## src/cbrf_pkg.sv

```systemverilog
// Shared types and constants for the cubic bisection root finder.
package cbrf_pkg;

    localparam int MAX_STEPS_DEF     = 64;
    localparam int FRACTION_BITS_DEF = 16;
    localparam int MAX_DECIMALS      = 5;

    typedef enum logic [1:0] {
        ST_CONVERGED  = 2'd0,
        ST_EXACT_ROOT = 2'd1,
        ST_BAD_RANGE  = 2'd2,
        ST_CAP_HIT    = 2'd3
    } result_status_t;

    localparam logic [2:0] REG_DECIMALS = 3'd0;
    localparam logic [2:0] REG_CUBIC    = 3'd1;
    localparam logic [2:0] REG_SQUARE   = 3'd2;
    localparam logic [2:0] REG_LINEAR   = 3'd3;
    localparam logic [2:0] REG_CONSTANT = 3'd4;

    // Powers of ten up to ten to the fifth, indexed by the clamped digit count.
    function automatic logic [16:0] ten_power(input logic [2:0] d);
        logic [16:0] p;
        begin
            case (d)
                3'd0:    p = 17'd1;
                3'd1:    p = 17'd10;
                3'd2:    p = 17'd100;
                3'd3:    p = 17'd1000;
                3'd4:    p = 17'd10000;
                default: p = 17'd100000;
            endcase
            return p;
        end
    endfunction

    // Commands from the controller to the datapath.
    typedef struct packed {
        logic load;       // latch the interval ends, clear step state
        logic eval_start; // start a cubic evaluation
        logic eval_sel;   // 0: lower end, 1: upper end, ignored when eval_mid
        logic eval_mid;   // evaluate at the midpoint
        logic save_low;   // keep f(lower) sign
        logic make_mid;   // form midpoint and its decimal image
        logic step;       // replace one end, count a step
        logic finish;     // latch result with given status
        result_status_t fin_status;
    } cbrf_cmd_t;

    // Status from the datapath to the controller.
    typedef struct packed {
        logic eval_done;
        logic f_zero;
        logic f_neg;
        logic bad_range;   // f(lower), f(upper) not strictly opposite
        logic image_same;  // decimal image equals previous one
        logic cap_hit;
    } cbrf_stat_t;

endpackage

```

## src/cbrf_ctrl.sv

```systemverilog
// Controller state machine sequencing evaluations and bisection steps.
module cbrf_ctrl
    import cbrf_pkg::*;
(
    input  logic       clk,
    input  logic       rst_n,
    input  logic       in_valid,
    output logic       in_ready,
    output logic       out_valid,
    input  logic       out_ready,
    output cbrf_cmd_t  cmd,
    input  cbrf_stat_t stat
);
    typedef enum logic [8:0] {
        S_IDLE   = 9'b000000001,
        S_EVLO   = 9'b000000010,
        S_EVHI   = 9'b000000100,
        S_MID    = 9'b000001000,
        S_IMG    = 9'b000010000,
        S_CHECK  = 9'b000100000,
        S_EVMID  = 9'b001000000,
        S_DONE   = 9'b010000000,
        S_OUT    = 9'b100000000
    } cstate_t;

    cstate_t state_reg, state_next;
    logic [1:0] wait_reg, wait_next;
    logic       out_valid_reg, out_valid_next;
    logic       busy_reg, busy_next;

    always_comb
    begin
        state_next     = state_reg;
        wait_next      = wait_reg;
        out_valid_next = out_valid_reg;
        busy_next      = busy_reg;
        cmd            = '0;
        cmd.fin_status = ST_CONVERGED;
        if (out_valid_reg && out_ready)
        begin
            out_valid_next = 1'b0;
        end
        case (state_reg)
            S_IDLE:
            begin
                if (in_valid && !out_valid_reg)
                begin
                    cmd.load        = 1'b1;
                    state_next      = S_EVLO;
                    busy_next       = 1'b0;
                end
            end
            S_EVLO:
            begin
                if (!busy_reg)
                begin
                    cmd.eval_start = 1'b1;
                    busy_next      = 1'b1;
                end
                else if (stat.eval_done)
                begin
                    cmd.save_low   = 1'b1;
                    cmd.eval_start = 1'b1;
                    cmd.eval_sel   = 1'b1;
                    state_next     = S_EVHI;
                end
            end
            S_EVHI:
            begin
                if (stat.eval_done)
                begin
                    busy_next     = 1'b0;
                    if (stat.bad_range)
                    begin
                        cmd.finish     = 1'b1;
                        cmd.fin_status = ST_BAD_RANGE;
                        state_next     = S_OUT;
                    end
                    else
                    begin
                        state_next = S_MID;
                    end
                end
            end
            S_MID:
            begin
                cmd.make_mid = 1'b1;
                wait_next    = 2'd0;
                state_next   = S_IMG;
            end
            S_IMG:
            begin
                // Image goes scaled, then rounded, then registered.
                wait_next = wait_reg + 2'd1;
                if (wait_reg == 2'd2)
                begin
                    state_next = S_CHECK;
                end
            end
            S_CHECK:
            begin
                if (stat.image_same)
                begin
                    cmd.finish     = 1'b1;
                    cmd.fin_status = ST_CONVERGED;
                    state_next     = S_OUT;
                end
                else
                begin
                    cmd.eval_start = 1'b1;
                    cmd.eval_mid   = 1'b1;
                    state_next     = S_EVMID;
                end
            end
            S_EVMID:
            begin
                if (stat.eval_done)
                begin
                    state_next = S_DONE;
                end
            end
            S_DONE:
            begin
                if (stat.f_zero)
                begin
                    cmd.finish     = 1'b1;
                    cmd.fin_status = ST_EXACT_ROOT;
                    state_next     = S_OUT;
                end
                else if (stat.cap_hit)
                begin
                    cmd.finish     = 1'b1;
                    cmd.fin_status = ST_CAP_HIT;
                    state_next     = S_OUT;
                end
                else
                begin
                    cmd.step   = 1'b1;
                    state_next = S_MID;
                end
            end
            S_OUT:
            begin
                out_valid_next = 1'b1;
                state_next     = S_IDLE;
            end
            default: state_next = S_IDLE;
        endcase
    end

    always_ff @(posedge clk or negedge rst_n)
    begin
        if (!rst_n)
        begin
            state_reg     <= S_IDLE;
            wait_reg      <= 2'd0;
            out_valid_reg <= 1'b0;
            busy_reg      <= 1'b0;
        end
        else
        begin
            state_reg     <= state_next;
            wait_reg      <= wait_next;
            out_valid_reg <= out_valid_next;
            busy_reg      <= busy_next;
        end
    end

    assign in_ready  = (state_reg == S_IDLE) && !out_valid_reg;
    assign out_valid = out_valid_reg;
endmodule

```

## config.mk

```make
export PLATFORM = sky130hd
export DESIGN_NAME = cbrf_ctrl
export DESIGN_NICKNAME = d
export VERILOG_FILES = /design/src/cbrf_pkg.sv /design/src/cbrf_ctrl.sv
export SDC_FILE = /design/constraint.sdc
export NUM_CORES = 1
export LEC_CHECK = 0
export BUFFER_PORTS_ARGS = -buffer_cell sky130_fd_sc_hd__buf_2
export CAP_MARGIN = 20
export CORE_MARGIN = 2
export CORE_UTILIZATION = 45
export CTS_BUF_LIST = sky130_fd_sc_hd__clkbuf_4 sky130_fd_sc_hd__clkbuf_8
export CTS_CLUSTER_DIAMETER = 50
export CTS_CLUSTER_SIZE = 30
export DETAILED_ROUTE_END_ITERATION = 8
export GPL_TIMING_DRIVEN = 0
export PLACE_DENSITY = 0.73
export SYNTH_ARGS = -nofsm -noshare
export SYNTH_HDL_FRONTEND = slang
export SYNTH_SLANG_ARGS = --single-unit
```

## constraint.sdc

```tcl
create_clock -name clk -period 1.95 [get_ports clk]
set_input_delay 0.195 -clock clk [delete_from_list [all_inputs] [get_ports clk]]
set_output_delay 0.195 -clock clk [all_outputs]
set_load 0.1 [all_outputs]
```

# Word level (Yosys, flattened, before mapping)

Index checks and enable logic that the tools add are counted.

Flip-flop bits (word level): 13
Input bits: 10
Output and inout port bits: 12
Logic and storage cells: 69

Add/subtract/negate cells: 1
Equality and inequality tests: 16
Multiplexer cells: 39
Reductions and logical operators: 9

Operators with widths:

| cell                                                                  | count |
|---|---|
| 9-bit 2-to-1 mux                                                      | 10 |
| 9-bit case mux with 8 select lines                                    | 1 |
| 1-bit 2-to-1 mux                                                      | 18 |
| 3-bit 2-to-1 mux                                                      | 5 |
| 2-bit inequality test, second input constant                          | 6 |
| 9-bit by 1-bit equality test with 1-bit output, second input constant | 1 |
| 9-bit by 2-bit equality test with 1-bit output, second input constant | 1 |
| 9-bit by 3-bit equality test with 1-bit output, second input constant | 1 |
| 9-bit by 4-bit equality test with 1-bit output, second input constant | 1 |
| 9-bit by 5-bit equality test with 1-bit output, second input constant | 1 |
| 9-bit by 6-bit equality test with 1-bit output, second input constant | 1 |
| 9-bit by 7-bit equality test with 1-bit output, second input constant | 1 |
| 9-bit by 8-bit equality test with 1-bit output, second input constant | 1 |
| 9-bit equality test, second input constant                            | 1 |
| 3-bit case mux with 3 select lines                                    | 1 |
| 6-bit AND reduction                                                   | 1 |
| 2-bit case mux with 2 select lines                                    | 1 |
| 2-bit nonzero test                                                    | 2 |
| 1-bit logical AND                                                     | 3 |
| 1-bit case mux with 3 select lines                                    | 1 |
| 3-bit AND reduction                                                   | 1 |
| 3-bit nonzero test                                                    | 1 |
| 2-bit by 1-bit adder with 2-bit output, second input constant         | 1 |
| 2-bit equality test, second input constant                            | 1 |
| other kinds (3)                                                       | 3 |

# Longest topological paths before layout

Depth after elaboration: 4
Depth in mapped cells: 6
Gate-level depth less buffers: 6

# Least setup slack after synthesis

OpenSTA, ideal clock, no wires.

Kind: register to output
Start point: register state_reg[4]
End point: output port cmd[7] (netlist bit)
Arrival time: 3.005 ns
Data required time: 1.755 ns
Slack: -1.250 ns
Stages on the path, launching flop included: 7
Buffers on the path: 2
Cells stage by stage: dfrtp_1 buf_4 nor4_4 and2_1 nand2_1 nor2_1 buf_4

RTL lines:

| item                   | RTL line         | source |
|---|---|---|
| start, declared        | cbrf_ctrl.sv:26  | `cstate_t state_reg, state_next;` |
| start signal, assigned | cbrf_ctrl.sv:162 | `state_reg <= state_next;` |
| end, declared          | cbrf_ctrl.sv:11  | `output cbrf_cmd_t cmd,` |

==> summary.md <==
| Metric | Value |
|---|---|
| Die X | 49.61 um |
| CP startpoint kind | register |
| DR WL/cell | 20.14 um |
| Cell Area, Synth | 935.9 sq um |
| Number of synthesized flops with an enable pin | 0 |
| Initial antenna violation count | 0 |
| Share of the clock period used by the worst path | 117.7% |
| Hold Vio Cnt, Final | 0 |
| Max Buffers Root-to-Sink | 2 |
| Clk_skew | 0.004378 ns |
| GRT overflow | 0 |
| DR vias/cell | 6.043 |
| Crit Path Max Fanout | 7 |
| Core Area | roughly 2000 sq um |
| 1st-iter DRT viols | 43 |
| First-pass GRT wire length | about 4600 um |
| Synth async-reset ratio | 100.0% |
| CTS Root Cell | clkbuf_4 |
| Port Buffer Count | 19 |
| Slew @ Worst Pin | 0.4832 ns |
| Die Height | ~50 um |
| FF+latch count, synth | 13 |
| Largest net degree at the start of global routing | 14 |
| Syn_nets | 119 |
| # setup viols final | 10 |
| Failing checks | setup timing |
| Aggregate global-route resource usage | between 20% and 30% |
| R2R setup slack | 0.07 ns |
| Max Freq | 435.5 MHz |
| R2R cell count | 7 |
| Setup ws final | -0.3461 ns |
| Avg Synthesized Cell Area | 8.666 sq um |
| Synthesis Warnings | 0 |
| RSZ-0062 raised after global routing | yes |
| Max reg flops | 9 |
| Netlist cell types | 37 |
| Maximum VDD drop | between 1000 and 1500 uV |
| R2R Path End | state_reg[8] |
| Tot Pwr | ~1.6 mW |
| Reg2Reg Launch Point | state_reg[2] |
| Worst setup EP type | output port |
| Ys flop type | dfrtp_1 |
| Starting Density | between 40% and 50% |
| CP Data Arrival Time | 2.10 ns |
| Pleak | around 0.74 nW |
| Vias | 1124 |
| Site Rows | 16 |
| Setup crit start | state_reg[2] |
| Hold Startpoint | out_ready |
| Slew Viols, Final | 0 |
| Cts bufs inserted | 3 |
| Drc violations | 0 |
| First-pass iteration count of the detailed router | 5 |
| Post-DRT Antenna Nets | 0 |
| Worst hold path depth | 2 |
| Status | finished with violations |
| H-tree depth | 1 |
| Clk sinks | 13 |
| Cell count after synthesis | 108 |
| Vias in the first global route | 994 |
| CP Class | reg -> out |
| Crit path required time | between 1.5 and 2 ns |
| Max Cap Viol | 0 |
| Fin Hold WS | 0.08625 ns |
| Layout area overhead | 73.53% |
| GPL Wtd Cong | 0.8134 |
| Skew-Pair Late Insertion Delay | 0.28 ns |
| Detailed Route WL | ~3700 um |
| Power per cell area | 1016 nW/um^2 |
| Antenna cells | 0 |
| Worst relative slew slack | 68.01% |
| Final HPWL DP | 1600 um |
| Sequential area share after synthesis | 34.89% |
| CTS tree | done |
| Fraction of layout cells with a size suffix above 1 | 52.20% |
| Hold path endpoint | out_valid |
| Min-delay worst type | in -> reg |
| I/O pins | 22 |
| Clk slew on worst S/H paths | 0.09 ns |
| Fin nets | 171 |
| Final min period | 2.296 ns |
| DIE AREA | 2461 sq um |
==> final cells by class <==
cell class,instances,area [sq um]
fillers,110,337.8
clock inverters,1,5.005
multi-input cells,83,693.2
flip-flops and latches,13,331.6
plain buffers,3,26.28
well taps,27,33.78
inverters,7,26.28
repair buffers,49,485.5
clock buffers,3,22.52
==> where the power goes <==
group	total [mW]	switching, mW	internal [mW]
logic	1.08	0.618	0.464
registers	0.394	0.0770	0.317
clock network	0.173	0.0969	0.0763
==> what timing repair did <==
action,CTS,global route
hold endpoints to repair,12,0
hold buffers,1,0
setup endpoints to repair,11,11
pin swaps,5,9
gates resized for setup,37,24
buffers inserted,13,16
==> how the worst max path moves through the flow <==
stage,endpoint,slack [ns]
6_report,cmd[2],-0.35
5_1_grt,cmd[2],-0.35
4_1_cts,cmd[2],-0.20
3_5_place_dp,cmd[2],-0.31
3_3_place_gp,cmd[2],-0.26
2_1_floorplan,cmd[2],-0.75
==> cells in the final DEF (no fill, tap or decap), types with 4 or more instances in the layout <==
| master | synthesis | layout |
|---|---|---|
| inv_1 | 7 | 7 |
| o21ai_0 | 8 | 8 |
| buf_12 | 0 | 9 |
| buf_6 | 0 | 8 |
| nand2b_1 | 5 | 5 |
| buf_4 | 2 | 25 |
| nand2_1 | 5 | 4 |
| nor2_1 | 16 | 10 |
| buf_2 | 1 | 8 |
| a21oi_1 | 4 | 4 |
| dfrtp_1 | 12 | 8 |
| nor2_4 | 0 | 4 |
| nand3_1 | 5 | 4 |
| dfrtp_2 | 0 | 4 |
==> layer usage <==
metal | global-route usage, % | vias to the layer above | share of wire (%)
met3 | 6.364 | 22 | 7.4
met4 | 12.04 | 0 | 4.7
met2 | 44.44 | 73 | 51
met1 | 27.55 | 534 | 37
met5 | 0 | - | 0
li1 | - | 495 | -
==> cell usage after synthesis, drive strengths merged, types with 3 or more instances <==
| master | n | share of area, % |
|---|---|---|
| nor2b | 3 | 2.0 |
| a211o | 3 | 2.9 |
| dfrtp | 12 | 32 |
| o21ai | 8 | 4.3 |
| nor3 | 6 | 3.2 |
| a21oi | 4 | 2.1 |
| nor2 | 16 | 6.4 |
| nand3 | 5 | 2.7 |
| nand2 | 6 | 3.2 |
| nor4 | 4 | 7.5 |
| inv | 7 | 2.8 |
| buf | 3 | 2.1 |
| nand2b | 5 | 3.3 |
==> worst max-delay path, cell delays in order, from the launching register on <==
cell,delay [ns]
dfrtp_1,0.53
nor4_4,0.25
buf_6,0.18
nand2_8,0.07
nor4_4,0.43
a211o_4,0.18
buf_12,0.17
==> cells by family after synthesis <==
kind of cell | count (synthesis) | share of synthesized area, %
AO/OA/AOI/OAI | 24 | 17.78
adder cells (fa/ha/maj) | 1 | 1.337
flip-flops | 13 | 34.89
XOR/XNOR | 1 | 0.9360
AND/OR/NAND/NOR | 57 | 39.31
buffers and inverters | 12 | 5.748
==> stage by stage <==
step / TNS, ns / instance area [sq um] / util [%] / std cells / setup slack (ns)
after floorplan: -2.649 / 1008 / - / 108 / -0.7460
after global placement: -1.526 / 1137 / 57.97 / 154 / -0.2580
after detailed placement: -1.785 / 1137 / 57.97 / 154 / -0.3067
after CTS: -1.047 / 1399 / 71.30 / 171 / -0.2028
after global routing: -2.443 / 1624 / 82.78 / 186 / -0.3541
final: -1.833 / 1624 / 82.78 / 186 / -0.3461
Note: power is estimated with default switching activity, not from simulation.
