`config.mk`:
```
export PLATFORM = sky130hd
export DESIGN_NAME = cbrf_datapath
export DESIGN_NICKNAME = d
export VERILOG_FILES = /design/src/cbrf_pkg.sv /design/src/cbrf_horner.sv /design/src/cbrf_datapath.sv
export SDC_FILE = /design/constraint.sdc
export NUM_CORES = 2
export LEC_CHECK = 0
export BUFFER_PORTS_ARGS = -buffer_cell sky130_fd_sc_hd__buf_2
export CORE_ASPECT_RATIO = 1.2
export CORE_MARGIN = 2
export CORE_UTILIZATION = 58
export DETAILED_ROUTE_END_ITERATION = 8
export GPL_ROUTABILITY_DRIVEN = 0
export PLACE_DENSITY_LB_ADDON = 0.3
export SYNTH_ARGS = -nofsm -noshare
export SYNTH_HDL_FRONTEND = slang
export SYNTH_SLANG_ARGS = --single-unit
```
`constraint.sdc`:
```
create_clock -name clk -period 13.9 [get_ports clk]
set_input_delay 2.78 -clock clk [delete_from_list [all_inputs] [get_ports clk]]
set_output_delay 2.78 -clock clk [all_outputs]
set_load 0.02 [all_outputs]
```
`src/cbrf_pkg.sv`:
```
// Shared types and constants for the cubic bisection root finder.
package cbrf_pkg;

    localparam int MAX_STEPS_DEF     = 64;
    localparam int FRACTION_BITS_DEF = 16;
    localparam int MAX_DECIMALS      = 5;

    typedef enum logic [1:0] {
        ST_CONVERGED  = 2'd0,
        ST_EXACT_ROOT = 2'd1,
        ST_BAD_RANGE  = 2'd2,
        ST_CAP_HIT    = 2'd3
    } result_status_t;

    localparam logic [2:0] REG_DECIMALS = 3'd0;
    localparam logic [2:0] REG_CUBIC    = 3'd1;
    localparam logic [2:0] REG_SQUARE   = 3'd2;
    localparam logic [2:0] REG_LINEAR   = 3'd3;
    localparam logic [2:0] REG_CONSTANT = 3'd4;

    // Powers of ten up to ten to the fifth, indexed by the clamped digit count.
    function automatic logic [16:0] ten_power(input logic [2:0] d);
        logic [16:0] p;
        begin
            case (d)
                3'd0:    p = 17'd1;
                3'd1:    p = 17'd10;
                3'd2:    p = 17'd100;
                3'd3:    p = 17'd1000;
                3'd4:    p = 17'd10000;
                default: p = 17'd100000;
            endcase
            return p;
        end
    endfunction

    // Commands from the controller to the datapath.
    typedef struct packed {
        logic load;       // latch the interval ends, clear step state
        logic eval_start; // start a cubic evaluation
        logic eval_sel;   // 0: lower end, 1: upper end, ignored when eval_mid
        logic eval_mid;   // evaluate at the midpoint
        logic save_low;   // keep f(lower) sign
        logic make_mid;   // form midpoint and its decimal image
        logic step;       // replace one end, count a step
        logic finish;     // latch result with given status
        result_status_t fin_status;
    } cbrf_cmd_t;

    // Status from the datapath to the controller.
    typedef struct packed {
        logic eval_done;
        logic f_zero;
        logic f_neg;
        logic bad_range;   // f(lower), f(upper) not strictly opposite
        logic image_same;  // decimal image equals previous one
        logic cap_hit;
    } cbrf_stat_t;

endpackage

```
`src/cbrf_horner.sv`:
```
// Multi-cycle Horner evaluator on a 32x32 multiplier with saturating products.
module cbrf_horner
    import cbrf_pkg::*;
#(
    parameter int FRACTION_BITS = FRACTION_BITS_DEF
)
(
    input  logic               clk,
    input  logic               rst_n,
    input  logic               start,
    input  logic signed [31:0] x,
    input  logic signed [31:0] c3,
    input  logic signed [31:0] c2,
    input  logic signed [31:0] c1,
    input  logic signed [31:0] c0,
    output logic               done,
    output logic signed [63:0] f
);
    localparam int SH = 32 - FRACTION_BITS;

    typedef enum logic [3:0] {
        H_IDLE = 4'b0001,
        H_MULL = 4'b0010,
        H_MULH = 4'b0100,
        H_ADD  = 4'b1000
    } hstate_t;

    hstate_t state_reg, state_next;
    logic [1:0]  round_reg, round_next;
    logic signed [63:0] acc_reg, acc_next;
    logic signed [31:0] x_reg;
    logic        neg_reg;
    logic [63:0] lo_reg, hi_reg;
    logic        done_reg, done_next;

    logic [63:0] acc_mag;
    logic [31:0] x_mag;
    logic [63:0] limit;
    logic [63:0] lo_sh;
    logic [63:0] r_val;
    logic        ovf;
    logic signed [63:0] prod;
    logic signed [31:0] coef;
    logic signed [64:0] sum65;
    logic signed [63:0] sum_sat;
    logic [63:0] mul_in;
    logic [63:0] part_prod;

    assign acc_mag = acc_reg[63] ? (64'd0 - acc_reg) : acc_reg;
    assign x_mag   = x_reg[31] ? (32'd0 - x_reg) : x_reg;
    assign mul_in  = (state_reg == H_MULL) ? {32'd0, acc_mag[31:0]} : {32'd0, acc_mag[63:32]};
    assign part_prod = mul_in * {32'd0, x_mag};
    assign limit   = neg_reg ? 64'h8000_0000_0000_0000 : 64'h7FFF_FFFF_FFFF_FFFF;
    assign lo_sh   = lo_reg >> FRACTION_BITS;

    always_comb
    begin
        ovf   = (hi_reg > (limit >> SH));
        r_val = hi_reg << SH;
        if (!ovf && (r_val > (limit - lo_sh)))
        begin
            ovf = 1'b1;
        end
        r_val = r_val + lo_sh;
        if (ovf)
        begin
            prod = neg_reg ? 64'sh8000_0000_0000_0000 : 64'sh7FFF_FFFF_FFFF_FFFF;
        end
        else if (neg_reg)
        begin
            prod = 64'd0 - r_val;
        end
        else
        begin
            prod = r_val;
        end
    end

    always_comb
    begin
        case (round_reg)
            2'd0:    coef = c2;
            2'd1:    coef = c1;
            default: coef = c0;
        endcase
        sum65 = {prod[63], prod} + 65'(coef);
        if (sum65[64] != sum65[63])
        begin
            sum_sat = sum65[64] ? 64'sh8000_0000_0000_0000 : 64'sh7FFF_FFFF_FFFF_FFFF;
        end
        else
        begin
            sum_sat = sum65[63:0];
        end
    end

    always_comb
    begin
        state_next = state_reg;
        round_next = round_reg;
        acc_next   = acc_reg;
        done_next  = 1'b0;
        case (state_reg)
            H_IDLE:
            begin
                if (start)
                begin
                    acc_next   = 64'(c3);
                    round_next = 2'd0;
                    state_next = H_MULL;
                end
            end
            H_MULL: state_next = H_MULH;
            H_MULH: state_next = H_ADD;
            H_ADD:
            begin
                acc_next = sum_sat;
                if (round_reg == 2'd2)
                begin
                    done_next  = 1'b1;
                    state_next = H_IDLE;
                end
                else
                begin
                    round_next = round_reg + 2'd1;
                    state_next = H_MULL;
                end
            end
            default: state_next = H_IDLE;
        endcase
    end

    always_ff @(posedge clk or negedge rst_n)
    begin
        if (!rst_n)
        begin
            state_reg <= H_IDLE;
            done_reg  <= 1'b0;
            round_reg <= 2'd0;
        end
        else
        begin
            state_reg <= state_next;
            done_reg  <= done_next;
            round_reg <= round_next;
        end
    end

    always_ff @(posedge clk)
    begin
        acc_reg <= acc_next;
        if (start && state_reg == H_IDLE)
        begin
            x_reg   <= x;
            neg_reg <= (c3 < 0) != (x < 0);
        end
        else if (state_reg == H_ADD)
        begin
            neg_reg <= (sum_sat < 0) != (x_reg < 0);
        end
        if (state_reg == H_MULL)
        begin
            lo_reg <= part_prod;
        end
        if (state_reg == H_MULH)
        begin
            hi_reg <= part_prod;
        end
    end

    assign done = done_reg;
    assign f    = acc_reg;
endmodule

```
`src/cbrf_datapath.sv`:
```
// Datapath: interval registers, midpoint, decimal image and result register.
module cbrf_datapath
    import cbrf_pkg::*;
#(
    parameter int MAX_STEPS     = MAX_STEPS_DEF,
    parameter int FRACTION_BITS = FRACTION_BITS_DEF
)
(
    input  logic               clk,
    input  logic               rst_n,
    input  cbrf_cmd_t          cmd,
    output cbrf_stat_t         stat,
    input  logic signed [31:0] lower_in,
    input  logic signed [31:0] upper_in,
    input  logic [2:0]         decimals,
    input  logic signed [31:0] c3,
    input  logic signed [31:0] c2,
    input  logic signed [31:0] c1,
    input  logic signed [31:0] c0,
    output logic [1:0]         res_status,
    output logic signed [31:0] res_root,
    output logic signed [32:0] res_scaled,
    output logic [6:0]         res_iters
);
    logic signed [31:0] low_end_reg, high_end_reg, midpoint_reg;
    logic [32:0] previous_rounded_reg, current_rounded_reg;
    logic        low_end_sign_reg, low_zero_reg;
    logic [6:0]  step_count_reg;
    logic [48:0] scaled_reg;
    logic        mid_neg_reg;
    logic        img_phase_reg;

    logic signed [32:0] sum33;
    logic signed [31:0] mid_val;
    logic [31:0] mid_mag;
    logic [2:0]  d_clamp;
    logic [48:0] rounded;
    logic [32:0] img;
    logic signed [31:0] eval_x;
    logic signed [63:0] f_val;
    logic        f_done;

    assign sum33   = 33'(low_end_reg) + 33'(high_end_reg);
    assign mid_val = sum33[32:1];
    assign mid_mag = midpoint_reg[31] ? (32'd0 - midpoint_reg) : midpoint_reg;
    assign d_clamp = (decimals > 3'(MAX_DECIMALS)) ? 3'(MAX_DECIMALS) : decimals;
    assign rounded = (scaled_reg + (49'd1 << (FRACTION_BITS - 1))) >> FRACTION_BITS;
    assign img     = mid_neg_reg ? (33'd0 - rounded[32:0]) : rounded[32:0];
    assign eval_x  = cmd.eval_mid ? midpoint_reg : (cmd.eval_sel ? high_end_reg : low_end_reg);

    cbrf_horner #(.FRACTION_BITS(FRACTION_BITS)) u_horner (
        .clk   (clk),
        .rst_n (rst_n),
        .start (cmd.eval_start),
        .x     (eval_x),
        .c3    (c3),
        .c2    (c2),
        .c1    (c1),
        .c0    (c0),
        .done  (f_done),
        .f     (f_val)
    );

    assign stat.eval_done  = f_done;
    assign stat.f_zero     = (f_val == 64'sd0);
    assign stat.f_neg      = f_val[63];
    assign stat.bad_range  = low_zero_reg || (f_val == 64'sd0) || (low_end_sign_reg == f_val[63]);
    assign stat.image_same = (current_rounded_reg == previous_rounded_reg);
    assign stat.cap_hit    = (32'(step_count_reg) >= 32'(MAX_STEPS));

    always_ff @(posedge clk)
    begin
        if (cmd.load)
        begin
            low_end_reg          <= lower_in;
            high_end_reg         <= upper_in;
            previous_rounded_reg <= 33'd0;
            step_count_reg       <= 7'd0;
        end
        if (cmd.save_low)
        begin
            low_end_sign_reg <= f_val[63];
            low_zero_reg     <= (f_val == 64'sd0);
        end
        if (cmd.step)
        begin
            if (f_val[63] == low_end_sign_reg)
            begin
                low_end_reg <= midpoint_reg;
            end
            else
            begin
                high_end_reg <= midpoint_reg;
            end
            step_count_reg       <= step_count_reg + 7'd1;
            previous_rounded_reg <= current_rounded_reg;
        end
        // Midpoint, then its scaled image, then its rounded image, each registered in turn.
        if (cmd.make_mid)
        begin
            midpoint_reg  <= mid_val;
            img_phase_reg <= 1'b1;
        end
        else
        begin
            img_phase_reg <= 1'b0;
        end
        if (img_phase_reg)
        begin
            scaled_reg  <= 49'(mid_mag) * 49'(ten_power(d_clamp));
            mid_neg_reg <= midpoint_reg[31];
        end
        current_rounded_reg <= img;
        if (cmd.finish)
        begin
            res_status <= cmd.fin_status;
            if (cmd.fin_status == ST_BAD_RANGE)
            begin
                res_root   <= 32'sd0;
                res_scaled <= 33'sd0;
                res_iters  <= 7'd0;
            end
            else
            begin
                res_root   <= midpoint_reg;
                res_scaled <= current_rounded_reg;
                res_iters  <= step_count_reg;
            end
        end
    end
endmodule

```
# [Word level (Yosys, flattened, before mapping)]
# Index checks and enable logic that the tools add are counted.
[word_totals] output_inout_bits=80 elab_cells=117 reg_bits=528 inputBits=207
[op_classes] add_sub_neg=12 n_reduce_logical=13 order_cmp=8 n_mux=40 multipliers=2 n_eq_ne=19
[op_table] op="two-way mux 64 bit" count=7
[op_table] op="two-way mux 32 bit" count=11
[op_table] op="one-hot mux 64 bit (2 select lines)" count=1
[op_table] op="subtractor 1 x 64 -> 64 bit, first input constant" count=2
[op_table] op="two-way mux 33 bit" count=3
[op_table] op="< comparator 32 x 1 -> 1 bit, second input constant" count=3
[op_table] op="one-hot mux 17 bit (5 select lines)" count=1
[op_table] op="adder 64 x 32 -> 65 bit" count=1
[op_table] op="adder 64 x 48 -> 64 bit" count=1
[op_table] op="> comparator 64 x 48 -> 1 bit" count=1
[op_table] op="> comparator 64 bit" count=1
[op_table] op="zero test 64 bit" count=1
[op_table] op="< comparator 64 x 1 -> 1 bit, second input constant" count=1
[op_table] op="multiplier 64 x 32 -> 64 bit" count=1
[op_table] op="one-hot mux 32 bit (2 select lines)" count=1
[op_table] op="subtractor 1 x 32 -> 32 bit, first input constant" count=2
[op_table] op="subtractor 64 x 48 -> 64 bit" count=1
[op_table] op="adder 49 x 16 -> 49 bit, second input constant" count=1
[op_table] op="multiplier 32 x 17 -> 49 bit" count=1
[op_table] op="adder 32 x 32 -> 33 bit" count=1
[op_table] op="equality test 33 bit" count=1
[op_table] op="subtractor 1 x 33 -> 33 bit, first input constant" count=1
[op_table] op="two-way mux 17 bit" count=1
[op_table] op="one-hot mux 4 bit (4 select lines)" count=1
[op_table] op="30 further kinds" count=48

# [Logic depth before layout (Yosys ltp)]
[logic_depth] ltp_word=13 mapped_depth=46 mapped_depth_nobuf=40

# [By module]
# Synthesis repeated with hierarchy kept, for this count alone.
[hier_totals] cells_unflattened=9904 hier_area_um2=86430.4
[by_module_without_submodules] module="cbrf_horner" seq_area_each_um2=6452.4 area_per_inst_um2=56924.6 cells_per_inst=6748 instances=1
[by_module_without_submodules] module="cbrf_datapath" seq_area_each_um2=7457.2 area_per_inst_um2=29505.8 cells_per_inst=3156 instances=1

# [Worst setup path after synthesis]
# OpenSTA, ideal clock, no wires.
[synth_path] kind="reg-to-reg" from="register u_horner.neg_reg" to="register u_horner.acc_reg[32] (netlist: u_horner.f[32]) (data pin)" setup_time_ns=0.270 period_less_slack_ns=12.530 arrival_ns=12.259 path_slack_ns=1.370 path_stages_with_launch=44 path_buffers=7 required_ns=13.630 path_cell_list="edfxtp_1 > clkbuf_1 > inv_2 > buf_2 > clkbuf_1 > ha_1 > clkbuf_1 > a21o_1 > a21o_1 > a221oi_1 > and3_1 > o311ai_0 > a211oi_1 > o221ai_1 > or4_1 > a31oi_1 > nor2_1 > ha_1 > (+8 left out) > o21a_1 > clkbuf_1 > buf_1 > a21oi_1 > ha_1 > inv_1 > fa_1 > nor2b_1 > o31a_1 > o211a_1 > o31a_1 > a311oi_2 > o41ai_1 > o21ai_1 > nor2_1 > a211oi_2 > clkbuf_1 > a21oi_1"
[synth_via] elab_chain_len=10 word_cells_on_any_way=14 classes_between="2 x add/sub; 2 x order compare; 1 x eq/ne; 7 x mux; 2 x reduce/logical"
[synth_rtl] item="start, declared" line="cbrf_horner.sv:32" rtl="logic neg_reg;"
[synth_rtl] item="start signal, assigned" line="cbrf_horner.sv:155" rtl="neg_reg <= (c3 < 0) != (x < 0);"
[synth_rtl] item="start signal, assigned" line="cbrf_horner.sv:159" rtl="neg_reg <= (sum_sat < 0) != (x_reg < 0);"
[synth_rtl] item="two-way mux 64 bit" line="cbrf_horner.sv:53, cbrf_horner.sv:67"
[synth_rtl] item="subtractor 64 x 48 -> 64 bit / > comparator 64 x 48 -> 1 bit (equally long branches)" line="cbrf_horner.sv:60, cbrf_horner.sv:58"
[synth_rtl] item="> comparator 64 bit / zero test 1 bit (equally long branches)" line="cbrf_horner.sv:60" rtl="if (!ovf && (r_val > (limit - lo_sh)))"
[synth_rtl] item="logical AND 1 bit" line="cbrf_horner.sv:60"
[synth_rtl] item="two-way mux 1 bit" line="cbrf_horner.sv:60"
[synth_rtl] item="two-way mux 64 bit *" line="cbrf_horner.sv:65" rtl="if (ovf)"
[synth_rtl] item="adder 64 x 32 -> 65 bit *" line="cbrf_horner.sv:86" rtl="sum65 = {prod[63], prod} + 65'(coef);"
[synth_rtl] item="two-way mux 64 bit / != test 1 bit (equally long branches)" line="cbrf_horner.sv:89, cbrf_horner.sv:87"
[synth_rtl] item="two-way mux 64 bit *" line="cbrf_horner.sv:87" rtl="if (sum65[64] != sum65[63])"
[synth_rtl] item="one-hot mux 64 bit (2 select lines) *" line="cbrf_horner.sv:103" rtl="case (state_reg)"
[synth_rtl] item="via u_horner.acc_next[32]" line="cbrf_horner.sv:30" rtl="logic signed [63:0] acc_reg, acc_next;"
[synth_rtl] item="end signal, assigned" line="cbrf_horner.sv:151" rtl="acc_reg <= acc_next;"
[synth_rtl] item="end, declared" line="cbrf_horner.sv:30"
# Mark *: on every way through the listed nets, which the timed path passes. The rest lies on a longest branch.
# A chain may end at the register's enable or synchronous reset.

# [Final worst setup path]
[layout_path] from="register u_horner.acc_reg[0] (netlist: u_horner.f[0])" to="register u_horner.lo_reg[57] (data pin)"
[layout_via] elab_chain_len=4
[layout_rtl] item="subtractor 1 x 64 -> 64 bit" line="cbrf_horner.sv:49" rtl="assign acc_mag = acc_reg[63] ? (64'd0 - acc_reg) : acc_reg;"
[layout_rtl] item="two-way mux 64 bit *" line="cbrf_horner.sv:49"
[layout_rtl] item="two-way mux 32 bit *" line="cbrf_horner.sv:51" rtl="assign mul_in = (state_reg == H_MULL) ? {32'd0, acc_mag[31:0]} : {32'd0, acc_mag[63:32]};"
[layout_rtl] item="multiplier 64 x 32 -> 64 bit *" line="cbrf_horner.sv:52" rtl="assign part_prod = mul_in * {32'd0, x_mag};"
[layout_rtl] item="via u_horner.part_prod[57]" line="cbrf_horner.sv:47" rtl="logic [63:0] part_prod;"
[layout_rtl] item="end signal, assigned" line="cbrf_horner.sv:163" rtl="lo_reg <= part_prod;"
[layout_rtl] item="end, declared" line="cbrf_horner.sv:33" rtl="logic [63:0] lo_reg, hi_reg;"
# Marks and branches as above.

==> impl_metrics.yaml <==
floorplan:
  fp.dieW_um: 356
  dieHeight_um: 426
  io_pins: 287
  core_area_um2: 147000
  die-area_um2: 152000
  initial_core_util_pct: 58.5
  rows: 154
min_path:
  hold_class: "flip-flop to flip-flop"
clock_network:
  cts_tree: "yes"
  cts_root_buf: "clkbuf_16"
  clk_pin_slew_ns: 0.06
  worstSkewPairLatency_ns: 0.70
  cts_hold_buf: 0
  post_cts_buffers: 0
  clockBufferDepth: 3
  cts.repair.resized: 0
  numCtsBuffers: 54
  h-tree-depth: 2
  cts.sinks: 497
synth:
  synth_compound_area_share_pct: 12.4
  syn_avg_cell_area_um2: 8.67
  synth_nets: 12100
  synth_top_family_by_area: "adder cells"
  synth_ff_type: "edfxtp_1"
  syn_inst: 9930
  synth_edf_count: 392
  ys_warn_count: 0
  synth_mux_area_share_pct: 1.64
  yosysUniqueCellTypes: 107
  yosysSeqAreaShare_pct: 16.1
  synth-adder-area-share_pct: 39.8
  synthSimpleGateAreaFrac_pct: 16.8
  synth-xor-area-share_pct: 4.41
  ys_ff_latch: 497
  async_flop_share_pct: 1.41
  synth_area_um2: 86100
placement:
  numPortBuffers: 286
  dp_cells: 11900
  dp_hpwl_mm: 220
global_routing:
  grt_pass1_wl_mm: 430
  grt_pass1_vias: 75600
  grt_overflow: 0
  track_usage_pct: 37.1
  grt_max_degree: 98
  antenna_found_initial: 22
sta:
  worst_slew_pin_slew_ns: 1.47
  hold_violations: 0
  period_minus_slack_ns: 12.75
  skew_ns: 0.0562
  setup_tns_ns: 0
  relSlewSlack_pct: 1.35
  setup_viol: 0
  max_freq_ghz: 0.0785
  drv_slew: 0
  rsz0062_at_grt: "no"
  post-route-period-util_pct: 91.7
setup_path:
  arrival_ns: 13.18
  crit_family: "adder cells"
  setup.worst_path.end_class: "flip-flop"
  start_kind: "flip-flop"
  path_buf_inv: 3
  cp.required_ns: 14.33
  slowest_stage: "a311oi_2"
  crit_top_cell: "fa_1"
  cpPeakStageDelay_ns: 1.20
  path_class: "flip-flop to flip-flop"
  cp_max_fo: 9
layout:
  syn_to_final_growth_pct: 6.82
  final_common_cell: "inv_1"
  drive_above_1_share_pct: 6.98
  finalNonFillerCells: 12000
  layout.nets: 12200
  final_cell_mix: "1515 x inv_1, 1331 x nand2_1, 1250 x fa_1"
routing:
  antenna_left: 0
  route.detailed.drc: 2
  routed_via_density: 6.28
  drt_pass1_iterations: 9
  drt_iter0_drc: 8572
  wl_mm: 281
  vias: 75200
  drt-wirelength-per-cell_um: 23.5
run:
  drv_cap: 0
status:
  violations: "design-rule violations"
  status: "complete, but fails checks"
==> stage by stage <==
step                util [%]  worst slack, ns  hold WS (ns)  instance area, µm²
floorplan                  -             1.37         0.424               86100
global placement        61.2             1.86         0.518               90100
detailed placement      61.2             1.54         0.519               90100
CTS                     62.5             1.48         0.534               92000
global route            62.5            0.464         0.555               92000
finish                  62.5             1.15         0.536               92000
==> synthesized netlist by cell type (all sizes together), types with 92 or more instances <==
cell type  number  area (µm²)
inv          1517        5690
nand2        1333        5000
fa           1250       25000
nor2          854        3210
ha            729        9120
a21oi         476        2390
clkbuf        456        1710
o21ai         418        2090
edfxtp        392       11800
xnor2         284        2490
and2          238        1490
a21o          161        1210
xor2          150        1310
nor3          143         726
mux2i         132        1320
nand3         114         576
dfxtp          98        1960
nand4          92         576
==> worst register-to-register path, delay by kind of cell (launching register included) <==
kind,cells,cell delay [ns]
buffers and inverters,3,0.62
DFF,1,0.44
adders and majority gates,10,4.63
and+or+nand+nor,12,3.57
xor gates and xnor gates,1,0.15
AOI/OAI and AO/OA,9,3.09
==> cell type report <==
cell class / instances / area (µm²)
fill: 12300 / 55200
clock inverter: 30 / 370
antenna: 8 / 20.0
inverter: 1519 / 5710
sequential: 497 / 13900
timing repair buffer: 473 / 2840
clock buffer: 69 / 1470
tap: 1950 / 2440
multi-input combinational: 7424 / 65300
==> layer usage <==
metal  vias to the layer above  part of all wire (%)  track usage, %  wire [µm]
met1                     36500                    34            43.1      94600
met3                      1454                    11            9.37      31900
met2                      4607                    45            59.4     128000
met5                         -                 0.068               0        192
li1                      32600                     -               -          -
met4                        30                   9.6            27.9      27100
==> final timing paths <==
check | startpoint | end | slack, ns | cells past startpoint
setup / recovery | u_horner.f[0] | u_horner.lo_reg[57] | 1.15 | 35
hold / removal | u_horner.round_reg[0] | u_horner.round_reg[0] | 0.54 | 1
setup reg to reg | u_horner.f[0] | u_horner.lo_reg[57] | 1.15 | 35
hold reg to reg | u_horner.round_reg[0] | u_horner.round_reg[0] | 0.54 | 1
max in group asynchronous | rst_n | u_horner.state_reg[0] | 11.72 | 1
min in group asynchronous | rst_n | u_horner.state_reg[3] | 1.93 | 1
==> cell families (layout without fill, tap and decap cells) <==
| family | Yosys count | count (layout) |
|---|---|---|
| flops | 497 | 497 |
| other cells | 1 | 9 |
| simple gates | 3184 | 3184 |
| xor+xnor | 434 | 434 |
| buf+inv | 2009 | 2091 |
| compound gates | 1672 | 1672 |
| fa+ha+maj | 1994 | 1994 |
| mux | 139 | 139 |
Power is left out: the tool's default activity adds up to more than one toggle a clock period on the data nets, which glitch-free logic cannot reach.
